$ cat config.mk
export PLATFORM = sky130hd
export DESIGN_NAME = tlv_record_search_unit
export DESIGN_NICKNAME = d
export VERILOG_FILES = /design/src/hdl/tlvrs_pkg.sv /design/src/hdl/tlv_record_search_unit.sv
export SDC_FILE = /design/constraint.sdc
export NUM_CORES = 1
export LEC_CHECK = 0
export BUFFER_PORTS_ARGS = -buffer_cell sky130_fd_sc_hd__buf_2
export CAP_MARGIN = 20
export CORE_AREA = 3 3 145 147
export DETAILED_ROUTE_END_ITERATION = 7
export DIE_AREA = 0 0 148 150
export PLACE_DENSITY = 0.7
export SYNTH_ARGS = -nofsm -noshare
export SYNTH_HDL_FRONTEND = slang
export SYNTH_SLANG_ARGS = --single-unit
$ cat constraint.sdc
create_clock -name clk_i -period 5.1 [get_ports clk_i]
set_input_delay 0.255 -clock clk_i [delete_from_list [all_inputs] [get_ports clk_i]]
set_output_delay 0.255 -clock clk_i [all_outputs]
set_load 0.05 [all_outputs]
$ cat src/hdl/tlvrs_pkg.sv
`timescale 1ns / 1ps

package tlvrs_pkg;

  typedef enum logic [2:0] {
    PH_IDLE,
    PH_TAG,
    PH_LEN,
    PH_LEN_HI,
    PH_LEN_LO,
    PH_VALUE
  } phase_e;

  typedef enum logic [1:0] {
    KIND_BYTE = 2'd0,
    KIND_DONE = 2'd1,
    KIND_NONE = 2'd2
  } kind_e;

  typedef struct packed {
    logic [15:0] value_length;
    kind_e       kind;
    logic [7:0]  out_byte;
  } result_t;

  localparam logic [7:0] LEN_ONE_BYTE  = 8'h81;
  localparam logic [7:0] LEN_TWO_BYTES = 8'h82;
  localparam logic [3:0] POS_MODE      = 4'hF;
  localparam logic [3:0] POS_NONE      = 4'h0;
  localparam logic [3:0] COUNT_MAX     = 4'hF;
  localparam logic [7:0] SCAN_INVALID  = 8'hFF;
  localparam logic [7:0] OFFSET_MAX    = 8'hFF;

  localparam int unsigned RES_DEPTH = 4;

endpackage

$ cat src/hdl/tlv_record_search_unit.sv
`timescale 1ns / 1ps

// BER-TLV record search. One byte is taken per cycle while s_axis_tready is
// high; the parser state is updated by short logic in the same cycle a request
// is accepted, and the results it causes (at most two: a value byte and a
// done/not-found marker) are written into a four-entry result queue.
// s_axis_tready is high while at least two queue slots are free, so with the
// output side taking a request every cycle the block sustains one input byte
// per cycle; the queue drain of one result per cycle is what sets the rate when
// a byte yields two results. A search starts on a byte flagged first (tuser)
// and ends with a done result carrying the value length or with a not-found
// result; bytes outside a search produce nothing.
module tlv_record_search_unit (
  input  logic        clk_i,
  input  logic        rst_ni,
  input  logic        s_axis_tvalid,
  output logic        s_axis_tready,
  input  logic [23:0] s_axis_tdata,   // in_byte[7:0], query_tag[15:8], scan_length[23:16]
  input  logic        s_axis_tuser,   // first_byte
  input  logic        s_axis_tlast,   // last_byte
  output logic        m_axis_tvalid,
  input  logic        m_axis_tready,
  output logic [23:0] m_axis_tdata,   // out_byte[7:0], value_length[23:8]
  output logic [1:0]  m_axis_tuser    // kind
);

  localparam int unsigned PtrW = $clog2(tlvrs_pkg::RES_DEPTH);
  localparam int unsigned CntW = $clog2(tlvrs_pkg::RES_DEPTH + 1);

  tlvrs_pkg::phase_e phase_q, phase_d;
  logic [7:0]  offset_q, offset_d;
  logic [3:0]  count_q, count_d;
  logic [15:0] remain_q, remain_d;
  logic [15:0] rec_len_q, rec_len_d;
  logic        selected_q, selected_d;
  logic [7:0]  query_q, query_d;
  logic [7:0]  scan_q, scan_d;

  tlvrs_pkg::result_t res_mem_q [tlvrs_pkg::RES_DEPTH];
  logic [PtrW-1:0] wr_ptr_q, rd_ptr_q;
  logic [CntW-1:0] fill_q, fill_d;

  tlvrs_pkg::result_t res0, res1;
  logic push0, push1;
  logic in_acc, out_acc;

  logic [7:0] in_byte;
  assign in_byte = s_axis_tdata[7:0];

  assign in_acc  = s_axis_tvalid && s_axis_tready;
  assign out_acc = m_axis_tvalid && m_axis_tready;
  assign s_axis_tready = fill_q <= CntW'(tlvrs_pkg::RES_DEPTH - 2);

  // parser step for one accepted byte
  always_comb begin
    logic done;
    logic emit0, emit1;
    tlvrs_pkg::result_t r0, r1;
    logic pos_mode;

    phase_d    = phase_q;
    offset_d   = offset_q;
    count_d    = count_q;
    remain_d   = remain_q;
    rec_len_d  = rec_len_q;
    selected_d = selected_q;
    query_d    = query_q;
    scan_d     = scan_q;
    done  = 1'b0;
    emit0 = 1'b0;
    emit1 = 1'b0;
    pos_mode = 1'b0;
    r0 = '{value_length: 16'd0, kind: tlvrs_pkg::KIND_NONE, out_byte: 8'd0};
    r1 = '{value_length: 16'd0, kind: tlvrs_pkg::KIND_NONE, out_byte: 8'd0};

    if (in_acc) begin
      if (s_axis_tuser) begin
        offset_d   = 8'd0;
        count_d    = 4'd0;
        remain_d   = 16'd0;
        rec_len_d  = 16'd0;
        selected_d = 1'b0;
        query_d    = s_axis_tdata[15:8];
        scan_d     = s_axis_tdata[23:16];
        phase_d    = tlvrs_pkg::PH_TAG;
        if (scan_d == tlvrs_pkg::SCAN_INVALID ||
            (query_d[7:4] == tlvrs_pkg::POS_MODE && query_d[3:0] == tlvrs_pkg::POS_NONE)) begin
          emit0   = 1'b1;
          phase_d = tlvrs_pkg::PH_IDLE;
          done    = 1'b1;
        end
      end
      pos_mode = query_d[7:4] == tlvrs_pkg::POS_MODE;

      if (!done && phase_d != tlvrs_pkg::PH_IDLE) begin
        unique case (phase_d)
          tlvrs_pkg::PH_TAG: begin
            if (pos_mode) begin
              if (count_d != tlvrs_pkg::COUNT_MAX) begin
                count_d = count_d + 4'd1;
              end
              selected_d = count_d == query_d[3:0];
            end else begin
              selected_d = in_byte[6:0] == query_d[6:0];
            end
            rec_len_d = 16'd0;
            phase_d   = tlvrs_pkg::PH_LEN;
            // in tag mode, a tag at or beyond the scan limit ends the search
            if (!pos_mode && offset_d >= scan_d) begin
              emit0   = 1'b1;
              phase_d = tlvrs_pkg::PH_IDLE;
              done    = 1'b1;
            end
          end
          tlvrs_pkg::PH_LEN: begin
            if (in_byte == tlvrs_pkg::LEN_ONE_BYTE) begin
              rec_len_d = 16'd0;
              phase_d   = tlvrs_pkg::PH_LEN_LO;
            end else if (in_byte == tlvrs_pkg::LEN_TWO_BYTES) begin
              phase_d = tlvrs_pkg::PH_LEN_HI;
            end else begin
              rec_len_d = {8'd0, in_byte};
            end
          end
          tlvrs_pkg::PH_LEN_HI: begin
            rec_len_d = {in_byte, 8'd0};
            phase_d   = tlvrs_pkg::PH_LEN_LO;
          end
          tlvrs_pkg::PH_LEN_LO: begin
            rec_len_d = {rec_len_d[15:8], in_byte};
          end
          tlvrs_pkg::PH_VALUE: begin
            if (selected_d) begin
              emit0 = 1'b1;
              r0    = '{value_length: 16'd0, kind: tlvrs_pkg::KIND_BYTE, out_byte: in_byte};
            end
            remain_d = remain_d - 16'd1;
            if (remain_d == 16'd0) begin
              if (selected_d) begin
                emit1   = 1'b1;
                r1      = '{value_length: rec_len_d, kind: tlvrs_pkg::KIND_DONE,
                            out_byte: 8'd0};
                phase_d = tlvrs_pkg::PH_IDLE;
              end else begin
                phase_d = tlvrs_pkg::PH_TAG;
              end
            end
          end
          default: phase_d = tlvrs_pkg::PH_IDLE;
        endcase

        // header complete: short form length or final long-form length byte
        if (!done && !s_axis_tuser && (phase_q == tlvrs_pkg::PH_LEN_LO ||
            (phase_q == tlvrs_pkg::PH_LEN &&
             in_byte != tlvrs_pkg::LEN_ONE_BYTE && in_byte != tlvrs_pkg::LEN_TWO_BYTES))) begin
          remain_d = rec_len_d;
          if (remain_d != 16'd0) begin
            phase_d = tlvrs_pkg::PH_VALUE;
          end else if (selected_d) begin
            emit0   = 1'b1;
            r0      = '{value_length: 16'd0, kind: tlvrs_pkg::KIND_DONE, out_byte: 8'd0};
            phase_d = tlvrs_pkg::PH_IDLE;
          end else begin
            phase_d = tlvrs_pkg::PH_TAG;
          end
        end

        if (!done) begin
          if (offset_d != tlvrs_pkg::OFFSET_MAX) begin
            offset_d = offset_d + 8'd1;
          end
          // stream ended before the search was decided
          if (phase_d != tlvrs_pkg::PH_IDLE && s_axis_tlast) begin
            phase_d = tlvrs_pkg::PH_IDLE;
            if (emit0) begin
              emit1 = 1'b1;
              r1    = '{value_length: 16'd0, kind: tlvrs_pkg::KIND_NONE, out_byte: 8'd0};
            end else begin
              emit0 = 1'b1;
              r0    = '{value_length: 16'd0, kind: tlvrs_pkg::KIND_NONE, out_byte: 8'd0};
            end
          end
        end
      end
    end

    // compact so the first result always goes into slot 0
    if (!emit0 && emit1) begin
      push0 = 1'b1;
      push1 = 1'b0;
      res0  = r1;
    end else begin
      push0 = emit0;
      push1 = emit1;
      res0  = r0;
    end
    res1 = r1;
  end

  // phase_d starts from phase_q, and the header-complete check reads phase_q;
  // that check is gated off on a first byte, which restarts the parse in PH_TAG
  always_ff @(posedge clk_i or negedge rst_ni) begin
    if (!rst_ni) begin
      phase_q    <= tlvrs_pkg::PH_IDLE;
      offset_q   <= 8'd0;
      count_q    <= 4'd0;
      remain_q   <= 16'd0;
      rec_len_q  <= 16'd0;
      selected_q <= 1'b0;
      query_q    <= 8'd0;
      scan_q     <= 8'd0;
    end else begin
      phase_q    <= phase_d;
      offset_q   <= offset_d;
      count_q    <= count_d;
      remain_q   <= remain_d;
      rec_len_q  <= rec_len_d;
      selected_q <= selected_d;
      query_q    <= query_d;
      scan_q     <= scan_d;
    end
  end

  // result queue
  always_comb begin
    fill_d = fill_q;
    if (push0 && push1) begin
      fill_d = fill_d + CntW'(2);
    end else if (push0) begin
      fill_d = fill_d + CntW'(1);
    end
    if (out_acc) begin
      fill_d = fill_d - CntW'(1);
    end
  end

  always_ff @(posedge clk_i or negedge rst_ni) begin
    if (!rst_ni) begin
      wr_ptr_q <= '0;
      rd_ptr_q <= '0;
      fill_q   <= '0;
    end else begin
      fill_q <= fill_d;
      if (out_acc) begin
        rd_ptr_q <= rd_ptr_q + PtrW'(1);
      end
      if (push0 && push1) begin
        wr_ptr_q <= wr_ptr_q + PtrW'(2);
      end else if (push0) begin
        wr_ptr_q <= wr_ptr_q + PtrW'(1);
      end
    end
  end

  always_ff @(posedge clk_i) begin
    if (push0) begin
      res_mem_q[wr_ptr_q] <= res0;
    end
    if (push1) begin
      res_mem_q[wr_ptr_q + PtrW'(1)] <= res1;
    end
  end

  assign m_axis_tvalid = fill_q != '0;
  assign m_axis_tdata  = {res_mem_q[rd_ptr_q].value_length, res_mem_q[rd_ptr_q].out_byte};
  assign m_axis_tuser  = res_mem_q[rd_ptr_q].kind;

`ifndef NO_ASSERTIONS
  a_fill_bound: assert property (@(posedge clk_i) disable iff (!rst_ni)
    fill_q <= CntW'(tlvrs_pkg::RES_DEPTH))
    else $error("result queue overfilled");

  a_idle_silent: assert property (@(posedge clk_i) disable iff (!rst_ni)
    (in_acc && !s_axis_tuser && phase_q == tlvrs_pkg::PH_IDLE) |-> !push0)
    else $error("result produced outside a search");

  a_marker_clean: assert property (@(posedge clk_i) disable iff (!rst_ni)
    (m_axis_tvalid && m_axis_tuser != tlvrs_pkg::KIND_BYTE) |-> m_axis_tdata[7:0] == 8'd0)
    else $error("done or not-found result carries a data byte");

  a_search_ends: assert property (@(posedge clk_i) disable iff (!rst_ni)
    (push0 && res0.kind != tlvrs_pkg::KIND_BYTE) |=> phase_q == tlvrs_pkg::PH_IDLE)
    else $error("search continues after its final result");
`endif

endmodule

After elaboration in Yosys (flattened, before gate mapping)
Memories as Yosys holds them, arrays and structs flattened.
Cells that the tools add are included.
{"block": "op_classes", "n_addsub": 9, "bitwise": 0, "shifts": 0, "mul": 0, "n_mux": 112, "eq_ne": 18, "div": 0, "magnitude_cmp": 2, "reduce_logical": 26}
{"op": "26-bit two-way mux", "n": 17}
{"op": "16-bit two-way mux", "n": 11}
{"op": "8-bit two-way mux", "n": 9}
{"op": "16-bit case mux with 4 select lines", "n": 1}
{"op": "3-bit two-way mux", "n": 15}
{"op": "1-bit two-way mux", "n": 42}
{"op": "4-bit two-way mux", "n": 10}
{"op": "8-bit equality test, second input constant", "n": 3}
{"op": "8-bit != test, second input constant", "n": 3}
{"op": "10-bit two-way mux", "n": 2}
{"op": "16-bit zero test", "n": 1}
{"op": "16-bit nonzero test", "n": 1}
{"op": "16-bit by 1-bit subtractor with 16-bit output, second input constant", "n": 1}
{"op": "3-bit case mux with 5 select lines", "n": 1}
{"op": "1-bit logical AND", "n": 12}
{"op": "3-bit by 2-bit equality test with 1-bit output, second input constant", "n": 3}
{"op": "3-bit equality test, second input constant", "n": 3}
{"op": "3-bit nonzero test", "n": 3}
{"op": "8-bit by 1-bit adder with 8-bit output, second input constant", "n": 1}
{"op": "4-bit equality test, second input constant", "n": 2}
{"op": "8-bit >= comparator", "n": 1}
{"op": "7-bit equality test", "n": 1}
{"op": "2-bit two-way mux", "n": 3}
{"op": "1-bit zero test", "n": 5}
{"op": "14 further kinds", "n": 16}
{"block": "word_totals", "reg_bits": 71, "mem_bits_ro": 0, "ramBits": 104, "mem_count": 1, "inputBits": 30, "wordCells": 179, "latch_bits": 0}
{"memory": "res_mem_q", "depth": 4, "word_bits": 26, "read_ports": 1, "rd_clocked_by_memory_dff": 0, "wr": 2, "line_no": "tlv_record_search_unit.sv:39", "rtl": "tlvrs_pkg::result_t res_mem_q [tlvrs_pkg::RES_DEPTH];"}

Logic depth before layout (Yosys ltp)
Gate-level depths: netlist of the first run.
{"block": "depth", "word_depth": 33, "depth_mapped": 25, "ltp_nobuf": 20}

Worst setup path before layout of the first run
Ideal clock, no wire load.
{"block": "synth_path", "kind": "input port to flip-flop", "from": "input port s_axis_tuser", "to": "memory res_mem_q[0][10] (netlist bit) (enable)", "required_time_ns": 4.762, "slack_ns": -0.128, "arrival_ns": 4.890, "path_buffers": 7, "cell_stages": 21, "path_cell_list": "buf_2 > buf_2 > buf_2 > buf_2 > buf_1 > clkbuf_1 > mux2i_1 > ha_1 > a2111oi_0 > nand2_1 > a21oi_1 > nor2_1 > a22oi_1 > inv_1 > o21ai_0 > o211a_1 > ha_1 > clkbuf_1 > nor2b_1 > nor2_1 > inv_1"}
{"element": "start: declaration", "line_no": "tlv_record_search_unit.sv:19", "rtl": "input logic s_axis_tuser,"}
{"element": "end: declaration", "line_no": "tlv_record_search_unit.sv:39"}

==> results of run 1 <==
[power groups by stage]
stage / registers [uW] / clock network, uW / logic [uW]
after floorplan: 1770 / 0 / 1580
after global placement: 1900 / 0 / 1910
after detailed placement: 1900 / 0 / 1930
after CTS: 1870 / 1290 / 1940
after global routing: 1910 / 1340 / 2130
final: 1870 / 1270 / 1950
[layout make-up]
cell class              count  area, um2
flip-flops and latches    175       4580
well taps                 270        338
clock buffers              17        425
fillers                  1787       9120
clock inverters            15        150
repair buffers             89        546
multi-input cells         694       4800
inverters                  21       78.8
[what timing repair did]
action | CTS | global route
hold endpoints to repair | 72 | 0
setup endpoints to repair | 0 | 3
gates resized for setup | 0 | 1
hold buffers | 2 | 0
[metrics by stage]
stage               setup slack (ps)  hold slack (ps)  utilization  instances  cell area (um2)
global placement                 523              455        0.515       1247            10300
detailed placement               388              458        0.515       1247            10300
floorplan                       14.2            -40.6            -        943             9700
finish                           368             28.8        0.545       1281            10900
global route                    30.6             49.8        0.545       1281            10900
CTS                              368             14.0        0.545       1281            10900
[placed cells by master, fill, tap and decap left out, types with 30 or more instances in the layout]
| cell type | count |
|---|---|
| nor2_1 | 106 |
| o21ai_0 | 52 |
| edfxtp_1 | 72 |
| buf_4 | 30 |
| buf_2 | 56 |
| dfrtp_1 | 70 |
| a22o_1 | 40 |
| nand2_1 | 116 |
| a21oi_1 | 42 |
| dfxtp_1 | 32 |
[kinds of logic (layout without fill, tap and decap cells)]
logic type / after synthesis / after routing
adders and majority gates: 26 / 26
DFF: 175 / 175
and+or+nand+nor: 359 / 359
muxes: 46 / 46
xor gates and xnor gates: 32 / 32
AOI/OAI and AO/OA: 231 / 231
buffers and inverters: 74 / 142
[sequential cells by signal, summed over array words and instances, names as in the netlist]
register,count
rd_ptr_q,2
scan_q,8
count_q,4
query_q,8
remain_q,16
offset_q,8
res_mem_q,104
fill_q,3
rec_len_q,16
wr_ptr_q,2
selected_q,1
phase_q,3
[critical path: stages (launching register included)]
cell       delay (ps)
dfrtp_1           590
nor4b_1           550
nand4_1           430
a31o_2            380
o221a_2           140
o2111ai_2         270
o21ai_0           190
o21ai_0           260
o211a_1           210
ha_1              380
nor2b_1           170
nor2_1            460
inv_1             170
buf_4             260
[worst paths after layout]
check                                   endpoint  slack (ps)
worst min-delay path                  query_q[5]          30
worst max register to register  res_mem_q[2][22]         370
worst min register to register        query_q[7]         480
min in group asynchronous             count_q[0]         510
max in group asynchronous            rd_ptr_q[0]        3950
worst max-delay path            res_mem_q[2][22]         370
[metal layers]
metal  vias to the layer above  track usage
met1                      3746        0.325
met3                        46       0.0460
met5                         -            0
met4                         0       0.0758
met2                       340        0.354
li1                       3616            -
==> impl_metrics.csv, run 1 <==
group,metric,value,unit
sta,finalSetupTns,0,ps
final_layout,n_antenna_cell,0,
clock_tree,post_cts_buffers,0,
sta,hold_violations,0,
yosys,yosysWarnings,0,
worst_hold_path,hold_start,"s_axis_tdata[13]",
sta,skew,11.5,ps
yosys,synth_xor_area_frac,0.0289,
critical_path,arrival,4910,ps
die,core,0.0200,mm2
die,die_w,148,um
drt,routed.top_layer,"met4",
yosys,yosys.area_share.simple,0.182,
sta,drv_slew,0,
clock_tree,cts_sinks,175,
sta,max_clock_freq,211,MHz
drt,drt_first_iter_violations,837,
yosys,synth_compound_area_frac,0.169,
critical_path,path_class,"flop to flop",
critical_path,crit_path_end_kind,"flop",
critical_path,crit_fanout,16,
critical_path,crit_start,"phase_q[1]",
drt,drc,0,
sta,grt_setup_unrepaired,"no",
die,io_pins,58,
yosys,ys_ff_latch,175,
die,dieArea,0.0222,mm2
outcome,status,"finished clean",
yosys,synthArstFlopShare,0.406,
power,powerDensity,466,mW/mm2
power,leakagePower,0.00430,uW
yosys,synth_top_area_cell,"edfxtp_1",
power,fin_total_pwr,5090,uW
yosys,syn-num-nets,999,
yosys,synth_edf_count,72,
drt,wl_per_cell,19.3,um
power,combPwrFrac,0.383,
grt,grtUsageTotal,0.229,
drt,wl_met3,1810,um
yosys,synth.avg_cell_area,10.3,um2
grt,antenna_found_initial,0,
power,swShare,0.407,
clock_tree,h-tree-depth,4,
power,internal-power,3020,uW
power,power_frac_seq,0.367,
clock_tree,clk_latency,440,ps
drt,dr.pass1.iters,7,
sta,relSlewSlack,0.368,
yosys,synth_area,0.00969,mm2
clock_tree,cts_buffers,17,
die,start_util,0.484,
worst_hold_path,min_path_cells,3,
final_layout,drive_gt1_frac,0.172,
grt,grt_pass1_wl,40100,um
yosys,synth_cells,943,
yosys,synth_common_cells,"nand2_1 (116), nor2_1 (107), edfxtp_1 (72), dfrtp_1 (71), o21ai_0 (52)",
grt,grt_pass1_vias,7451,
yosys,synth_top_family_by_area,"simple AND/OR/NAND/NOR gates",
critical_path,crit_required,5270,ps
grt,overflow,0,
sta,timing_worst_slew_pin_value,948,ps
drt,viasPerCell,6.05,
drt,met2_length,11300,um
yosys,ys_seq_area_frac,0.472,
drt,drtAntennaViolNets,0,
yosys,synthMuxAreaShare,0.0812,
worst_hold_path,hold_path_class,"input port to flop",
power,ir_worst_vdd,256,uV
grt,grt_max_degree,72,
clock_tree,cts_tree,"yes",
yosys,synthAdderAreaFrac,0.0336,
sta,setup_viol,0,
drt,vias,7748,
power,power_switching,2070,uW
flow_run,drv_cap,0,
clock_tree,clkTransAtPathRegs,70,ps
place,place.gp.congestion,0.916,
die,rows,52,
critical_path,cp-start-kind,"flop",
yosys,ys_types,83,
clock_tree,clock_path_buffers,2,
drt,met1_length,11100,um
drt,totalWireLength,24800,um
power,pwr-share-clk,0.250,
final_layout,nets,1054,
yosys,synth_ff_type,"edfxtp_1",
die,die_h,150,um
yosys,synth_area_leaders,"edfxtp_1 (22%), dfrtp_1 (18%), dfxtp_1 (6.6%)",
final_layout,area_growth,12.6,%
clock_tree,cts-root-buf,"clkbuf_16",
yosys,synth.most_common_cell,"nand2_1",
place,port_buffers,57,
yosys,netlist.area_leader.share,0.223,
critical_path,r2r_start,"phase_q[1]",
sta,post-route-min-period,4730,ps
sta,post-route-period-util,0.928,
place,hpwlAfterDp,17500,um
critical_path,reg2reg_depth,13,
Note: power is estimated with default switching activity, not from simulation.
==> run 2: changes to the inputs <==
CORE_AREA = 3 3 133 161   (was 3 3 145 147)
DIE_AREA = 0 0 136 164   (was 0 0 148 150)
==> run 2 against run 1 <==
Sequential cell count stayed put. Sequential share of layout area increased by 0.14 points. Critical endpoint is now res_mem_q[1][16]. Final cell count down 0.94%. Clock power increased by 6%. Wire length is 2.6% higher. Power is 1.9% higher. Critical path type unchanged. Register-to-register slack got worse by 60 ps.
==> impl_metrics.csv, run 2 (same netlist as run 1, synthesis figures left out) <==
group,metric,value,unit
outcome,status,"finished clean",
die,start_util,0.482,
die,io_pins,58,
final_layout,largest_reg_flops,104,
critical_path,crit_buf_inv,1,
sta,relSlewSlack,0.353,
grt,grt_pass1_wl,40900,um
drt,drc,0,
sta,finalSetupTns,0,ps
worst_hold_path,hold_path_class,"input port to flop",
clock_tree,clk_latency,440,ps
drt,totalWireLength,25400,um
grt,grt_max_degree,72,
final_layout,mostFrequentLayoutCell,"nand2_1",
grt,grt_pass1_vias,7707,
final_layout,largest_register,"res_mem_q",
clock_tree,cts_sinks,175,
critical_path,crit_fanout,18,
sta,setup_viol,0,
critical_path,arrival,4860,ps
clock_tree,cts_buffers,17,
sta,post-route-period-util,0.939,
sta,hold_violations,0,
die,die_h,164,um
drt,drtAntennaViolNets,0,
clock_tree,cts_tree,"yes",
sta,drv_slew,0,
drt,wl_met3,1380,um
power,fin_total_pwr,5180,uW
critical_path,crit_path_end_kind,"flop",
final_layout,fin_area,0.0109,mm2
drt,met1_length,10300,um
clock_tree,h-tree-depth,4,
drt,vias,7845,
drt,viasPerCell,6.18,
place,place.gp.congestion,0.945,
critical_path,path_cells,"nor2_1 -> xnor2_1 -> a21oi_1 -> a211oi_1 -> o2111ai_2 -> o21ai_0 -> o21ai_0 -> o211a_1 -> ha_1 -> nor2b_1 -> nor2_1 -> inv_1",
place,post_dp_cell_area,0.0103,mm2
power,ir_worst_vdd,228,uV
clock_tree,cts.repair.resized,0,
die,rows,57,
final_layout,final_cell_mix,"nand2_1 (116), nor2_1 (107), edfxtp_1 (72)",
critical_path,crit_required,5170,ps
clock_tree,cts_hold_buffers,1,
die,core,0.0201,mm2
final_layout,reg_top3,"res_mem_q: 104 flops, rec_len_q: 16 flops, remain_q: 16 flops",
critical_path,path_class,"flop to flop",
sta,whs,22.5,ps
clock_tree,clock_path_buffers,2,
grt,overflow,0,
power,powerDensity,476,mW/mm2
power,leakagePower,0.00428,uW
critical_path,crit_family,"compound AO/OA/AOI/OAI gates",
final_layout,area_growth,12.2,%
final_layout,nets,1047,
final_layout,n_antenna_cell,0,
critical_path,cp-start-kind,"flop",
drt,drt_first_iter_violations,890,
place,hpwlAfterDp,17600,um
drt,wl_per_cell,20.0,um
drt,met2_length,12900,um
sta,post-route-min-period,4790,ps
final_layout,post-route-util,0.541,
clock_tree,cts-root-buf,"clkbuf_16",
drt,routed.top_layer,"met4",
clock_tree,post_cts_buffers,0,
sta,timing_worst_slew_pin_value,971,ps
sta,max_clock_freq,209,MHz
drt,dr.pass1.iters,5,
grt,antenna_found_initial,0,
critical_path,max_stage_delay,620,ps
clock_tree,clkTransAtPathRegs,70,ps
sta,skew,9.76,ps
die,dieArea,0.0223,mm2
critical_path,cp_slowest_cell,"inv_1",
final_layout,drive_gt1_frac,0.164,
flow_run,drv_cap,0,
place,port_buffers,57,
die,die_w,136,um
grt,grtUsageTotal,0.234,
sta,grt_setup_unrepaired,"no",
[run 2: cell count changes in the layout (fill, tap and decap cells not counted)]
cell	previous run	this run
buf_4	30	24
bufinv_16	0	2
clkinv_1	0	2
clkinv_4	3	1
clkinv_8	2	1
clkinvlp_2	1	0
dlygate4sd3_1	2	1
inv_6	3	4
inv_8	4	3
nor2_1	106	107
nor2_2	1	0
[run 2: cell type report]
type,count,area (um2)
multi-input cells,694,4800
repair buffers,82,490
fillers,1800,9230
well taps,265,332
clock inverters,15,176
flip-flops and latches,175,4580
inverters,21,78.8
clock buffers,17,425
[run 2: per-layer routing]
metal	GRT usage	vias up
met1	0.296	3819
met3	0.0331	77
li1	-	3604
met2	0.404	345
met5	0	-
met4	0.0962	0
[run 2: final timing paths]
path | start | endpoint | slack (ps) | depth (start not counted)
worst max-delay path | phase_q[0] | res_mem_q[1][16] | 310 | 12
worst min-delay path | s_axis_tdata[15] | query_q[7] | 20 | 3
worst max register to register | phase_q[0] | res_mem_q[1][16] | 310 | 12
worst min register to register | query_q[7] | query_q[7] | 480 | 2
max in group asynchronous | rst_ni | rd_ptr_q[0] | 3960 | 2
min in group asynchronous | rst_ni | offset_q[2] | 500 | 2
[run 2: metrics by stage]
| stage | setup WS (ps) | cells |
|---|---|---|
| 5_1_grt | 77.3 | 1269 |
| 2_1_floorplan | 14.2 | 943 |
| 3_5_place_dp | 431 | 1236 |
| 3_3_place_gp | 548 | 1236 |
| 6_report | 310 | 1269 |
| 4_1_cts | 456 | 1269 |
[run 2: worst min-delay path, cell delays in order]
cell,delay (ps)
buf_2,90
nand2_1,40
nand2_1,40
[run 2: report_power, final]
| group | total [uW] | switching (uW) | internal (uW) | leakage (uW) |
|---|---|---|---|---|
| sequential | 1900 | 255 | 1640 | 0.00186 |
| clock | 1350 | 611 | 739 | 0.000288 |
| combinational | 1940 | 1220 | 724 | 0.00214 |
| total | 5180 | 2080 | 3100 | 0.00428 |
==> run 3: changes to the inputs <==
clock period = 5.85 ns   (was 5.1 ns; I/O delays follow)
==> run 3 against run 2 <==
The flow now finishes with violations (hold timing). Die area is the same. Global-route usage shrank 0.34 points. Clock skew grew 5.1 ps. Hold slack lost 30 ps. Clock-buffer cell count is the same. Sequential cell count is the same. Clock power shrank 18%. Largest power group unchanged.
==> impl_metrics.csv, run 3 (same netlist as run 1, synthesis figures left out) <==
group,metric,value,unit
critical_path,r2r_start,"phase_q[2]",
place,pre_cts_ws,820,ps
clock_tree,clkTransAtPathRegs,80,ps
power,ir_worst_vdd,250,uV
clock_tree,cts_tree,"yes",
outcome,violations,"hold timing",
grt,grt_pass1_vias,7537,
place,port_buffers,57,
clock_tree,cts_buffers,17,
drt,met2_length,12600,um
grt,grtUsageTotal,0.231,
die,rows,57,
final_layout,largest_reg_flops,104,
final_layout,reg_top3,"res_mem_q: 104 flops, rec_len_q: 16 flops, remain_q: 16 flops",
power,leakagePower,0.00421,uW
critical_path,path_class,"flop to flop",
clock_tree,cts-root-buf,"clkbuf_16",
clock_tree,clock_path_buffers,2,
drt,vias,7589,
grt,grt_max_degree,72,
critical_path,critPathCapture,"res_mem_q[1][8]",
drt,dr.pass1.iters,6,
grt,antenna_found_initial,0,
sta,setup_viol,0,
final_layout,drive_gt1_frac,0.156,
drt,wl_per_cell,19.8,um
sta,timing.final.ws_setup,811,ps
clock_tree,clk_latency,440,ps
critical_path,crit_start,"phase_q[2]",
clock_tree,post_cts_buffers,0,
drt,wl_met3,1390,um
final_layout,mostFrequentLayoutCell,"nand2_1",
worst_hold_path,hold_path_class,"input port to async pin",
sta,hold_violations,10,
final_layout,area_growth,11.0,%
drt,viasPerCell,6.04,
die,start_util,0.482,
sta,grt_setup_unrepaired,"no",
place,hpwlAfterDp,17300,um
sta,post-route-min-period,5040,ps
critical_path,crit_fanout,18,
critical_path,arrival,5100,ps
grt,grt_pass1_wl,40400,um
outcome,status,"complete, but fails checks",
critical_path,crit_required,5910,ps
sta,drv_slew,0,
flow_run,drv_cap,0,
power,powerDensity,411,mW/mm2
clock_tree,cts_hold_buffers,0,
drt,drtAntennaViolNets,0,
sta,skew,14.9,ps
die,dieArea,0.0223,mm2
drt,routed.top_layer,"met4",
critical_path,path_cells,"nor4b_1 -> nand4_1 -> a31oi_1 -> a2111oi_4 -> o2111ai_2 -> nand2b_4 -> a221oi_1 -> o211a_1 -> ha_1 -> nor2b_1 -> nor2_1 -> buf_4 -> inv_1",
critical_path,reg2reg_to,"res_mem_q[1][8]",
critical_path,crit_path_end_kind,"flop",
critical_path,reg2reg_setup_slack,810,ps
sta,relSlewSlack,0.353,
sta,whs,-7.07,ps
critical_path,max_stage_delay,660,ps
critical_path,cp_slowest_cell,"nor4b_1",
grt,overflow,0,
sta,finalSetupTns,0,ps
critical_path,reg2reg_depth,13,
drt,met1_length,10400,um
sta,timing_worst_slew_pin_value,970,ps
die,io_pins,58,
clock_tree,cts.repair.resized,0,
sta,post-route-period-util,0.861,
sta,max_clock_freq,198,MHz
place,place.gp.congestion,0.914,
die,core,0.0201,mm2
final_layout,nets,1035,
final_layout,largest_register,"res_mem_q",
die,die_w,136,um
drt,drc,0,
clock_tree,h-tree-depth,4,
clock_tree,cts_sinks,175,
final_layout,final_cell_mix,"nand2_1 (116), nor2_1 (107), edfxtp_1 (72)",
final_layout,n_antenna_cell,0,
die,die_h,164,um
critical_path,cp-start-kind,"flop",
drt,drt_first_iter_violations,688,
drt,totalWireLength,24900,um
## run 3: cell types whose count changed in the layout (fill, tap and decap cells not counted), sizes merged
cell         change
dlygate4sd3      -1
inv              +2
buf             -11
bufinv           -2
## run 3: layout make-up
cell class                      count  area (um2)
Fill cell                        1805        9360
Multi-Input combinational cell    694        4800
Sequential cell                   175        4580
Clock buffer                       17         425
Timing Repair Buffer               70         398
Tap cell                          265         332
Clock inverter                     15         144
Inverter                           21        78.8
## run 3: power by group
| group | total, uW | leakage [uW] | switching (uW) | internal (uW) |
|---|---|---|---|---|
| sequential | 1650 | 0.00186 | 220 | 1430 |
| combinational | 1660 | 0.00208 | 1050 | 616 |
| clock | 1110 | 0.000275 | 546 | 566 |
## run 3: worst max-delay path, delay by kind of cell (launching register included)
family          cells  cell delay, ps
simple gates        5            1730
flops               1             600
compound gates      5            1220
fa+ha+maj           1             310
buf+inv             2             790
## run 3: routing by layer
metal	GRT usage	up-vias
met5	0	-
met4	0.0825	0
met3	0.0429	47
met2	0.393	281
met1	0.294	3699
li1	-	3562
## run 3: metrics by stage
stage | instances | total power [uW] | util | area [um2] | hold WS (ps)
after floorplan | 943 | 2920 | - | 9690 | -3.09
after global placement | 1225 | 3300 | 0.507 | 10200 | 451
after detailed placement | 1225 | 3330 | 0.507 | 10200 | 455
after CTS | 1257 | 4440 | 0.535 | 10800 | 36.9
after global routing | 1257 | 4690 | 0.535 | 10800 | 69.5
final | 1257 | 4430 | 0.535 | 10800 | -7.07
## run 3: worst min path at each step
| stage | start | endpoint |
|---|---|---|
| 5_1_grt | rst_ni | scan_q[2] |
| 2_1_floorplan | rst_ni | count_q[0] |
| 3_3_place_gp | query_q[7] | query_q[7] |
| 3_5_place_dp | query_q[7] | query_q[7] |
| 6_report | rst_ni | scan_q[2] |
| 4_1_cts | rst_ni | scan_q[2] |
